File: config.mk
export PLATFORM = sky130hd
export DESIGN_NAME = hashed_timing_wheel_scheduler_unit
export DESIGN_NICKNAME = d
export VERILOG_FILES = /design/src/sv/hws_pkg.sv /design/src/sv/hashed_timing_wheel_scheduler_unit.sv /design/src/sv/hws_datapath.sv /design/src/sv/hws_ctrl.sv
export SDC_FILE = /design/constraint.sdc
export NUM_CORES = 1
export LEC_CHECK = 0
export ABC_CLOCK_PERIOD_IN_PS = 5100
export BUFFER_PORTS_ARGS = -buffer_cell sky130_fd_sc_hd__clkbuf_2
export CORE_MARGIN = 4
export CORE_UTILIZATION = 45
export CTS_CLUSTER_DIAMETER = 50
export CTS_CLUSTER_SIZE = 20
export DETAILED_ROUTE_END_ITERATION = 12
export GPL_TIMING_DRIVEN = 0
export PLACE_DENSITY = 0.61
export SLEW_MARGIN = 20
export SYNTH_ARGS = -nofsm -noshare
export SYNTH_HDL_FRONTEND = slang
export SYNTH_SLANG_ARGS = --single-unit
File: constraint.sdc
create_clock -name i_clk -period 5.1 [get_ports i_clk]
set_input_delay 0.765 -clock i_clk [delete_from_list [all_inputs] [get_ports i_clk]]
set_output_delay 0.765 -clock i_clk [all_outputs]
set_load 0.01 [all_outputs]
File: src/sv/hws_pkg.sv
package hws_pkg;

    // Parameter defaults
    localparam int WHEEL_SIZE_DEF = 8;
    localparam int MAX_TASKS_DEF  = 32;

    // Fixed field widths
    localparam int CMD_W     = 2;
    localparam int TASK_ID_W = 5;
    localparam int DELAY_W   = 32;
    localparam int TICK_W    = 32;

    typedef enum logic [CMD_W-1:0] {
        CMD_TICK   = 2'd0,
        CMD_DELAY  = 2'd1,
        CMD_REMOVE = 2'd2
    } t_cmd;

    // Controller to datapath
    typedef struct packed {
        logic load;       // input beat taken: latch task, form deadline
        logic tick_adv;   // advance counter and current spoke
        logic remove;     // drop the input task from the wheel
        logic mod_step;   // one step of the deadline-to-spoke reduction
        logic dly_write;  // store deadline and spoke, mark waiting
        logic scan;       // collect candidates of the current spoke
        logic pick;       // take lowest candidate, read its deadline
        logic retire;     // candidate matched: retire it, hold for output
        logic emit;       // move held task to the output register
        logic emit_last;  // ...marked as last of the tick
    } t_dp_cmd;

    // Datapath to controller
    typedef struct packed {
        logic task_ok;    // input task index below MAX_TASKS
        logic mod_done;
        logic pend_any;
        logic hit;
        logic have;
        logic out_free;
    } t_dp_sts;

endpackage

File: src/sv/hashed_timing_wheel_scheduler_unit.sv
// Hashed timing wheel for task delays.
// Input channel (i_s_axis_*): one beat per command. tuser carries the command
// (tick, delay, remove); tdata carries task_id and delay_ticks.
// A delay stores deadline = counter + delay_ticks (mod 2^32) and files the task
// under spoke deadline mod WHEEL_SIZE, replacing any earlier entry for it.
// A remove drops a waiting task; an idle or out-of-range task is ignored.
// A tick advances the counter, walks the tasks of the new current spoke in
// ascending index and releases those whose deadline equals the counter.
// Output channel (o_m_axis_*): one beat per released task, tlast on the last
// one of the tick; a tick with nothing due gives no beat.
// Remove and unused codes finish in the cycle they are taken. A delay reduces
// its deadline to a spoke by a mask with a power-of-two wheel, else byte-wise
// (residue of the 32-bit deadline). A tick scans its spoke; each candidate, a
// waiting task filed there, needs one deadline-store read and one compare.
// The last result sits in an output register, so the next command is taken
// while it waits. A stalled receiver holds the walk at the next release.
// Reset (synchronous, active low) clears the counter and all waiting flags;
// the deadline store needs no clearing.
module hashed_timing_wheel_scheduler_unit #(
    parameter int WHEEL_SIZE = hws_pkg::WHEEL_SIZE_DEF,
    parameter int MAX_TASKS  = hws_pkg::MAX_TASKS_DEF
) (
    input  logic        i_clk,
    input  logic        i_rst_n,
    input  logic        i_s_axis_tvalid,
    output logic        o_s_axis_tready,
    input  logic [39:0] i_s_axis_tdata,   // [4:0] task_id, [36:5] delay_ticks, rest zero
    input  logic [1:0]  i_s_axis_tuser,   // [1:0] cmd
    output logic        o_m_axis_tvalid,
    input  logic        i_m_axis_tready,
    output logic [7:0]  o_m_axis_tdata,   // [4:0] released_task, rest zero
    output logic        o_m_axis_tlast    // last_release
);
    import hws_pkg::*;

    t_dp_cmd              w_cmd;
    t_dp_sts              w_sts;
    logic [TASK_ID_W-1:0] w_released_task;

    hws_ctrl u_ctrl (
        .i_clk      (i_clk),
        .i_rst_n    (i_rst_n),
        .i_valid    (i_s_axis_tvalid),
        .i_cmd_code (i_s_axis_tuser),
        .o_ready    (o_s_axis_tready),
        .o_cmd      (w_cmd),
        .i_sts      (w_sts)
    );

    hws_datapath #(
        .WHEEL_SIZE (WHEEL_SIZE),
        .MAX_TASKS  (MAX_TASKS)
    ) u_dp (
        .i_clk           (i_clk),
        .i_rst_n         (i_rst_n),
        .i_cmd           (w_cmd),
        .o_sts           (w_sts),
        .i_task_id       (i_s_axis_tdata[TASK_ID_W-1:0]),
        .i_delay_ticks   (i_s_axis_tdata[TASK_ID_W +: DELAY_W]),
        .i_out_ready     (i_m_axis_tready),
        .o_out_valid     (o_m_axis_tvalid),
        .o_released_task (w_released_task),
        .o_last_release  (o_m_axis_tlast)
    );

    assign o_m_axis_tdata = {3'b000, w_released_task};

endmodule

File: src/sv/hws_datapath.sv
module hws_datapath #(
    parameter int WHEEL_SIZE = hws_pkg::WHEEL_SIZE_DEF,
    parameter int MAX_TASKS  = hws_pkg::MAX_TASKS_DEF
) (
    input  logic                           i_clk,
    input  logic                           i_rst_n,
    input  hws_pkg::t_dp_cmd               i_cmd,
    output hws_pkg::t_dp_sts               o_sts,
    input  logic [hws_pkg::TASK_ID_W-1:0]  i_task_id,
    input  logic [hws_pkg::DELAY_W-1:0]    i_delay_ticks,
    input  logic                           i_out_ready,
    output logic                           o_out_valid,
    output logic [hws_pkg::TASK_ID_W-1:0]  o_released_task,
    output logic                           o_last_release
);
    import hws_pkg::*;

    localparam int SPOKE_W    = $clog2(WHEEL_SIZE);
    localparam int TASK_W     = $clog2(MAX_TASKS);
    localparam bit SPOKE_POW2 = ((WHEEL_SIZE & (WHEEL_SIZE - 1)) == 0);

    logic [TICK_W-1:0]    r_tick;
    logic [SPOKE_W-1:0]   r_cur_spoke;
    logic [DELAY_W-1:0]   r_deadline;
    logic [TASK_W-1:0]    r_task_idx;
    logic [SPOKE_W-1:0]   r_task_spoke [MAX_TASKS];
    logic [MAX_TASKS-1:0] r_waiting;
    logic [MAX_TASKS-1:0] r_pend;
    logic [DELAY_W-1:0]   r_dl_mem [MAX_TASKS];
    logic [DELAY_W-1:0]   r_rd_data;
    logic [TASK_W-1:0]    r_rd_idx;
    logic [TASK_W-1:0]    r_hold;
    logic                 r_have;
    logic                 r_out_valid;
    logic [TASK_ID_W-1:0] r_out_task;
    logic                 r_out_last;

    logic [TASK_W-1:0]    w_in_idx;
    logic [DELAY_W-1:0]   w_sum;
    logic [MAX_TASKS-1:0] w_match;
    logic [TASK_W-1:0]    w_pick_idx;
    logic [SPOKE_W-1:0]   w_dl_spoke;
    logic                 w_mod_done;
    logic                 w_out_free;

    // (b * mul) mod WHEEL_SIZE for every byte value b, 8 bits per entry
    function automatic logic [2047:0] f_res_tab(input int mul);
        logic [2047:0] tab;
        tab = '0;
        for (int b = 0; b < 256; b++) begin
            tab[8*b +: 8] = 8'((b * mul) % WHEEL_SIZE);
        end
        return tab;
    endfunction

    assign w_in_idx   = TASK_W'(i_task_id);
    assign w_sum      = r_tick + i_delay_ticks;
    assign w_out_free = !r_out_valid || i_out_ready;

    always_comb begin
        for (int i = 0; i < MAX_TASKS; i++) begin
            w_match[i] = r_waiting[i] && (r_task_spoke[i] == r_cur_spoke);
        end
    end

    // lowest pending candidate first
    always_comb begin
        w_pick_idx = '0;
        for (int i = MAX_TASKS - 1; i >= 0; i--) begin
            if (r_pend[i]) begin
                w_pick_idx = TASK_W'(i);
            end
        end
    end

    // deadline modulo wheel size
    generate
        if (SPOKE_POW2) begin : g_mask
            assign w_dl_spoke = r_deadline[SPOKE_W-1:0];
            assign w_mod_done = 1'b1;
        end else begin : g_serial
            // byte-wise residue, top byte first: r = (r*256 + byte) mod WHEEL_SIZE
            localparam int MOD_STEPS = DELAY_W / 8;
            localparam int CNT_W     = $clog2(MOD_STEPS + 1);
            localparam logic [2047:0] BYTE_RES  = f_res_tab(1);
            localparam logic [2047:0] SHIFT_RES = f_res_tab(256 % WHEEL_SIZE);
            logic [SPOKE_W-1:0] r_rem;
            logic [DELAY_W-1:0] r_mod_sh;
            logic [CNT_W-1:0]   r_mod_cnt;
            logic [SPOKE_W-1:0] w_shift_res;
            logic [SPOKE_W-1:0] w_byte_res;
            logic [SPOKE_W:0]   w_trial;
            logic [SPOKE_W:0]   w_red;

            assign w_shift_res = SHIFT_RES[{r_rem, 3'b000} +: SPOKE_W];
            assign w_byte_res  = BYTE_RES[{r_mod_sh[DELAY_W-1 -: 8], 3'b000} +: SPOKE_W];
            assign w_trial     = {1'b0, w_shift_res} + {1'b0, w_byte_res};
            assign w_red   = (w_trial >= (SPOKE_W+1)'(WHEEL_SIZE))
                           ? w_trial - (SPOKE_W+1)'(WHEEL_SIZE) : w_trial;
            assign w_dl_spoke = r_rem;
            assign w_mod_done = (r_mod_cnt == CNT_W'(MOD_STEPS));

            always_ff @(posedge i_clk) begin
                if (i_cmd.load) begin
                    r_rem     <= '0;
                    r_mod_sh  <= w_sum;
                    r_mod_cnt <= '0;
                end else if (i_cmd.mod_step && !w_mod_done) begin
                    r_rem     <= w_red[SPOKE_W-1:0];
                    r_mod_sh  <= {r_mod_sh[DELAY_W-9:0], 8'h00};
                    r_mod_cnt <= r_mod_cnt + 1'b1;
                end
            end
        end
    endgenerate

    // control state
    always_ff @(posedge i_clk) begin
        if (!i_rst_n) begin
            r_tick      <= '0;
            r_cur_spoke <= '0;
            r_waiting   <= '0;
            r_pend      <= '0;
            r_have      <= 1'b0;
            r_out_valid <= 1'b0;
        end else begin
            if (i_cmd.tick_adv) begin
                r_tick      <= r_tick + 1'b1;
                r_cur_spoke <= (r_cur_spoke == SPOKE_W'(WHEEL_SIZE - 1))
                             ? '0 : r_cur_spoke + 1'b1;
            end
            if (i_cmd.remove) begin
                r_waiting[w_in_idx] <= 1'b0;
            end
            if (i_cmd.dly_write) begin
                r_waiting[r_task_idx] <= 1'b1;
            end
            if (i_cmd.retire) begin
                r_waiting[r_rd_idx] <= 1'b0;
            end
            if (i_cmd.scan) begin
                r_pend <= w_match;
            end else if (i_cmd.pick) begin
                r_pend[w_pick_idx] <= 1'b0;
            end
            if (i_cmd.scan || (i_cmd.emit && i_cmd.emit_last)) begin
                r_have <= 1'b0;
            end else if (i_cmd.retire) begin
                r_have <= 1'b1;
            end
            if (i_cmd.emit) begin
                r_out_valid <= 1'b1;
            end else if (i_out_ready) begin
                r_out_valid <= 1'b0;
            end
        end
    end

    // payload
    always_ff @(posedge i_clk) begin
        if (i_cmd.load) begin
            r_deadline <= w_sum;
            r_task_idx <= w_in_idx;
        end
        if (i_cmd.dly_write) begin
            r_task_spoke[r_task_idx] <= w_dl_spoke;
        end
        if (i_cmd.pick) begin
            r_rd_idx <= w_pick_idx;
        end
        if (i_cmd.retire) begin
            r_hold <= r_rd_idx;
        end
        if (i_cmd.emit) begin
            r_out_task <= TASK_ID_W'(r_hold);
            r_out_last <= i_cmd.emit_last;
        end
    end

    // deadline store
    always_ff @(posedge i_clk) begin
        if (i_cmd.dly_write) begin
            r_dl_mem[r_task_idx] <= r_deadline;
        end
        if (i_cmd.pick) begin
            r_rd_data <= r_dl_mem[w_pick_idx];
        end
    end

    assign o_sts.task_ok  = (32'(i_task_id) < 32'(MAX_TASKS));
    assign o_sts.mod_done = w_mod_done;
    assign o_sts.pend_any = |r_pend;
    assign o_sts.hit      = (r_rd_data == r_tick);
    assign o_sts.have     = r_have;
    assign o_sts.out_free = w_out_free;

    assign o_out_valid     = r_out_valid;
    assign o_released_task = r_out_task;
    assign o_last_release  = r_out_last;

`ifndef SYNTHESIS
    a_emit_free: assert property (@(posedge i_clk) disable iff (!i_rst_n)
        i_cmd.emit |-> w_out_free)
        else $error("result loaded over an untaken beat");
    a_release_hit: assert property (@(posedge i_clk) disable iff (!i_rst_n)
        i_cmd.retire |-> (r_rd_data == r_tick))
        else $error("task released before its deadline");
    a_pend_waiting: assert property (@(posedge i_clk) disable iff (!i_rst_n)
        (r_pend & ~r_waiting) == '0)
        else $error("candidate that is not waiting");
    a_emit_held: assert property (@(posedge i_clk) disable iff (!i_rst_n)
        i_cmd.emit |-> r_have)
        else $error("emit with no held task");
`endif

endmodule

File: src/sv/hws_ctrl.sv
module hws_ctrl (
    input  logic                       i_clk,
    input  logic                       i_rst_n,
    input  logic                       i_valid,
    input  logic [hws_pkg::CMD_W-1:0]  i_cmd_code,
    output logic                       o_ready,
    output hws_pkg::t_dp_cmd           o_cmd,
    input  hws_pkg::t_dp_sts           i_sts
);
    import hws_pkg::*;

    typedef enum logic [2:0] {
        S_IDLE,
        S_DLY_MOD,
        S_TK_SCAN,
        S_TK_PICK,
        S_TK_CMP
    } t_state;

    t_state r_state;
    t_state n_state;
    logic   r_ready;
    logic   w_accept;

    assign w_accept = i_valid && r_ready;

    always_comb begin
        n_state = r_state;
        o_cmd   = '0;
        case (r_state)
            S_IDLE: begin
                o_cmd.load = w_accept;
                if (w_accept) begin
                    case (t_cmd'(i_cmd_code))
                        CMD_TICK: begin
                            o_cmd.tick_adv = 1'b1;
                            n_state        = S_TK_SCAN;
                        end
                        CMD_DELAY: begin
                            if (i_sts.task_ok) begin
                                n_state = S_DLY_MOD;
                            end
                        end
                        CMD_REMOVE: begin
                            o_cmd.remove = i_sts.task_ok;
                        end
                        default: ;
                    endcase
                end
            end
            S_DLY_MOD: begin
                if (i_sts.mod_done) begin
                    o_cmd.dly_write = 1'b1;
                    n_state         = S_IDLE;
                end else begin
                    o_cmd.mod_step = 1'b1;
                end
            end
            S_TK_SCAN: begin
                o_cmd.scan = 1'b1;
                n_state    = S_TK_PICK;
            end
            S_TK_PICK: begin
                if (i_sts.pend_any) begin
                    o_cmd.pick = 1'b1;
                    n_state    = S_TK_CMP;
                end else if (!i_sts.have) begin
                    n_state = S_IDLE;
                end else if (i_sts.out_free) begin
                    o_cmd.emit      = 1'b1;
                    o_cmd.emit_last = 1'b1;
                    n_state         = S_IDLE;
                end
            end
            S_TK_CMP: begin
                if (!i_sts.hit) begin
                    n_state = S_TK_PICK;
                end else if (!i_sts.have) begin
                    o_cmd.retire = 1'b1;
                    n_state      = S_TK_PICK;
                end else if (i_sts.out_free) begin
                    o_cmd.emit   = 1'b1;
                    o_cmd.retire = 1'b1;
                    n_state      = S_TK_PICK;
                end
            end
            default: n_state = S_IDLE;
        endcase
    end

    always_ff @(posedge i_clk) begin
        if (!i_rst_n) begin
            r_state <= S_IDLE;
            r_ready <= 1'b1;
        end else begin
            r_state <= n_state;
            r_ready <= (n_state == S_IDLE);
        end
    end

    assign o_ready = r_ready;

`ifndef SYNTHESIS
    a_ready_idle: assert property (@(posedge i_clk) disable iff (!i_rst_n)
        r_ready == (r_state == S_IDLE))
        else $error("ready out of step with controller state");
    a_tick_scan: assert property (@(posedge i_clk) disable iff (!i_rst_n)
        o_cmd.tick_adv |=> (r_state == S_TK_SCAN))
        else $error("tick not followed by spoke scan");
    a_single_last: assert property (@(posedge i_clk) disable iff (!i_rst_n)
        (o_cmd.emit && o_cmd.emit_last) |=> (r_state == S_IDLE))
        else $error("walk continued after last release");
`endif

endmodule

==> summary.md <==
| Metric | Value |
|---|---|
| Achievable Freq | 197 MHz |
| Initial Util | 0.453 |
| Area contributors post-synth | edfxtp_1 (65%), mux2i_1 (6.3%), dfxtp_1 (4.1%), nand2_1 (3.7%), xnor2_1 (2.1%) |
| Post-layout util | 0.532 |
| Clk buf depth | 3 |
| Post-synthesis adder-cell area fraction | 0.00872 |
| Clk Latency, worst-skew pair | 0.74 ns |
| Area leader, netlist | edfxtp_1 |
| FP Rows | 123 |
| GR Util All Layers | 0.309 |
| Fin crit share | 0.995 |
| Number of synthesized flops with an enable pin | 1109 |
| Pwr dens | 350 nW/um^2 |
| Clock-pin slew on the worst setup and hold paths | roughly 0.07 ns |
| Drt wl/cell | 33.5 um |
| CTS root buf | clkbuf_16 |
| CTS tree | built |
| Critical path startpoint category | flop |
| Slew Limit Fails | 0 |
| Share of cells above drive strength 1 | 0.132 |
| Detail Route Antenna Nets | 0 |
| Area Overhead vs Synth | 17.2% |
| Post-Syn Area | 51100 um^2 |
| Tot Pwr | 21.0 mW |
| Grt ovf | 0 |
| RSZ-0062 raised after global routing | no |
| Residual DRC | 0 |
| Slowest cell on crit path | a2111oi_1 |
| Leakage power | 22.1 nW |
| Synth Area in Simple Gates | 0.0993 |
| Initial antenna violation count | 10 |
| Critical path's top delay family | buffers and inverters |
| # IOs | 57 |
| Slew @ Worst Pin | 1.25 ns |
| Fin crit period | 5.08 ns |
| Nature of the critical path endpoint | flop |
| H-Tree Level Count | 3 |
| TritonRoute pass-1 iters | 6 |
| Worst path required time | 5.42 ns |
| CP Cell Sequence | nor4_1, o21ai_0, nand4_1, o21a_1, buf_2, buf_4, clkbuf_1, clkbuf_1, a211oi_1, a2111oi_1, nand3_1 |
| WP data arrival | 5.40 ns |
| Multiplexer share of the synthesized area | 0.0636 |
| Max_cap viols | 0 |
| Core Area | 113000 um^2 |
| Largest family of logic cells by synthesized area | simple AND/OR/NAND/NOR gates |
| Final setup violating endpoints | 0 |
| Compound-gate portion of the synthesized area | 0.0829 |
| Hold Crit Class | primary input to flop |
| Via density | 6.34 |
| Crit path kind | flop to flop |
| Hold_buf cts | 0 |
| Final net count | 4050 |
| Vias in the first global route | 32705 |
| Worst-path maximum fanout | 10 |
| Synth Register Bits | around 1200 |
| Max incr delay on CP | 0.88 ns |
| Area share of the largest cell type after synthesis | 0.652 |
| Horiz. Die Dim | 345 um |
| Clock Skew | 0.0385 ns |
| GP Congestion | 0.966 |
| CP most frequent cell | clkbuf_1 |
| Drt total wl | roughly 190 mm |
| Final hold violations | 0 |
| CP bufs+invs | 4 |
| Post-synthesis async set-or-reset flop share | 0 |
| Clk sinks | between 1000 and 1500 |
| Post-synthesis cell count | approximately 3700 |
| Status | complete, no violations |
| VDD IR max | between 0.2 and 0.3 mV |
| Hpwl dp | around 130 mm |
| Slew margin rel. | 0.166 |
| Ys flop type | edfxtp_1 |
| First-pass GRT wire length | around 260 mm |
| Distinct cell type count after synthesis | 69 |
| YS warnings | 0 |
| DRT iter0 DRCs | 5407 |
| Port bufs | 50 |
| Seq/Total Area, Yosys | 0.693 |
| DR vias | 35385 |
| Total die area | approximately 120000 um^2 |
| Mapped Avg Cell Area | 13.9 um^2 |
| CTS Buf Count | 120 |
| Die height | 345 um |
| Largest net degree at the start of global routing | 33 |
| Post-synthesis xor/xnor area fraction | 0.0309 |
[metrics by stage]
step	instances	hold slack [ns]	TNS, ns	worst slack, ns	instance area (um^2)
finish	5577	0.348	0	0.0243	59900
detailed placement	5338	0.405	0	0.0540	55600
floorplan	3690	0.400	0	1.83	51100
global placement	5240	0.401	-548.52	-1.69	53200
CTS	5567	0.322	0	0.0814	59700
global route	5576	0.352	0	0.0682	59900
[power breakdown]
group          switching, mW  total (mW)  internal (mW)
Clock                   4.29        9.26           4.97
Combinational          0.373       0.526          0.152
Sequential             0.160        11.2           11.0
Total                   4.83        21.0           16.1
[final cells by class]
| type | instances | area [um^2] |
|---|---|---|
| Buffer | 217 | 987 |
| Clock buffer | 129 | 3080 |
| Multi-Input combinational cell | 2227 | 14900 |
| Timing Repair Buffer | 158 | 2450 |
| Clock inverter | 100 | 1060 |
| Inverter | 31 | 116 |
| Fill cell | 9269 | 52800 |
| Antenna cell | 1 | 2.50 |
| Sequential cell | 1214 | 35400 |
| Tap cell | 1500 | 1880 |
[cell usage after synthesis, types with 5 or more instances]
cell type and n:
a2111oi_0 17, nor2_1 94, nor3_1 92, nand4b_1 8, o21a_1 44, mux2i_1 321
nand3_1 166, dfxtp_1 105, nor3_2 5, o21bai_1 8, a211oi_1 80, and3_1 18
buf_2 77, a21oi_1 81, nand2b_1 9, buf_1 22, a22o_1 50, o21ai_0 64
nor4_1 36, ha_1 34, inv_1 29, nand4_1 36, edfxtp_1 1109, or3_1 27
a22oi_1 35, xor2_1 56, or4_1 15, o31a_1 49, a21boi_0 27, a31oi_1 108
o311ai_0 12, clkbuf_1 104, nor2b_1 11, xnor2_1 124, nand2_1 502, and2_1 29
a21o_1 8, nand3b_1 7, buf_4 12
[sequential cells by signal (all words and copies together), names as in the netlist]
signal	flops
u_dp.r_rd_data	32
u_dp.r_rd_idx	5
u_dp.r_dl_mem	1024
u_dp.r_deadline	32
u_dp.r_waiting	32
u_dp.o_released_task	5
u_dp.r_pend	32
u_dp.o_last_release	1
u_dp.r_cur_spoke	3
u_dp.r_task_idx	5
u_ctrl.r_state	3
u_dp.r_have	1
u_ctrl.o_ready	1
u_dp.r_hold	5
u_dp.o_out_valid	1
u_dp.r_tick	32
[timing repair]
item                                    CTS  global route
gates resized for setup                   0             4
buffers inserted                          0             0
hold endpoints to repair                  0             0
endpoints found under the setup margin    0             2
[metal layers]
layer | vias up | GRT usage | wire [um]
met1 | 17663 | 0.426 | 71800
met4 | 4 | 0.160 | 11200
met2 | 2541 | 0.456 | 80300
li1 | 14674 | - | -
met5 | - | 0 | 25
met3 | 503 | 0.0743 | 23200
[cell usage in the layout (no fill, tap or decap), types with 12 or more instances in the layout]
cell       Yosys  layout
a21oi_1       81      81
and3_1        18      18
buf_12         0      45
edfxtp_1    1109    1109
nor3_1        92      89
a21boi_0      27      27
xnor2_1      124     124
a22oi_1       35      35
o21ai_0       64      64
inv_6          0      29
buf_2         77      80
nor2_4         0      32
o31a_1        49      49
clkbuf_1     104     106
clkinv_4       0      12
or4_1         15      15
buf_1         22      22
nor4_1        36      36
buf_8          0      27
xor2_1        56      56
o311ai_0      12      12
buf_16         0      31
a22o_1        50      50
nand3_1      166     166
dfxtp_1      105     105
or3_1         27      27
o21a_1        44      44
clkbuf_16      0     122
nand4_1       36      36
nor2_1        94      62
inv_8          0      13
and2_1        29      29
clkbuf_2       0      52
a31oi_1      108     108
nand2_1      502     502
inv_1         29      27
mux2i_1      321     321
ha_1          34      34
a211oi_1      80      80
buf_4         12      12
[worst register-to-register path, cell delays in order (launching register included)]
cell and delay, ns:
dfxtp_1 0.38, nor4_1 0.50, o21ai_0 0.18, nand4_1 0.12, o21a_1 0.14, buf_2 0.17
buf_4 0.31, clkbuf_1 0.64, clkbuf_1 0.67, a211oi_1 0.17, a2111oi_1 0.88, nand3_1 0.53
[final timing paths]
| kind | from | end | cells past startpoint | slack (ns) |
|---|---|---|---|---|
| min | i_s_axis_tdata[1] | u_dp.r_task_idx[1] | 1 | 0.35 |
| max reg2reg | u_dp.r_pend[10] | u_dp.r_rd_data[7] | 11 | 0.02 |
| max | u_dp.r_pend[10] | u_dp.r_rd_data[7] | 11 | 0.02 |
| min reg2reg | u_dp.r_hold[4] | u_dp.o_released_task[4] | 0 | 0.42 |
[cells by family (layout without fill, tap and decap cells)]
| logic type | count (synthesis) | after routing |
|---|---|---|
| and+or+nand+nor | 1080 | 1080 |
| muxes | 324 | 324 |
| adders and majority gates | 35 | 35 |
| AOI/OAI and AO/OA | 605 | 605 |
| buffers and inverters | 249 | 635 |
| DFF | 1214 | 1214 |
| other | 1 | 4 |
| xor gates and xnor gates | 180 | 180 |
(Power assumes the default switching activity.)
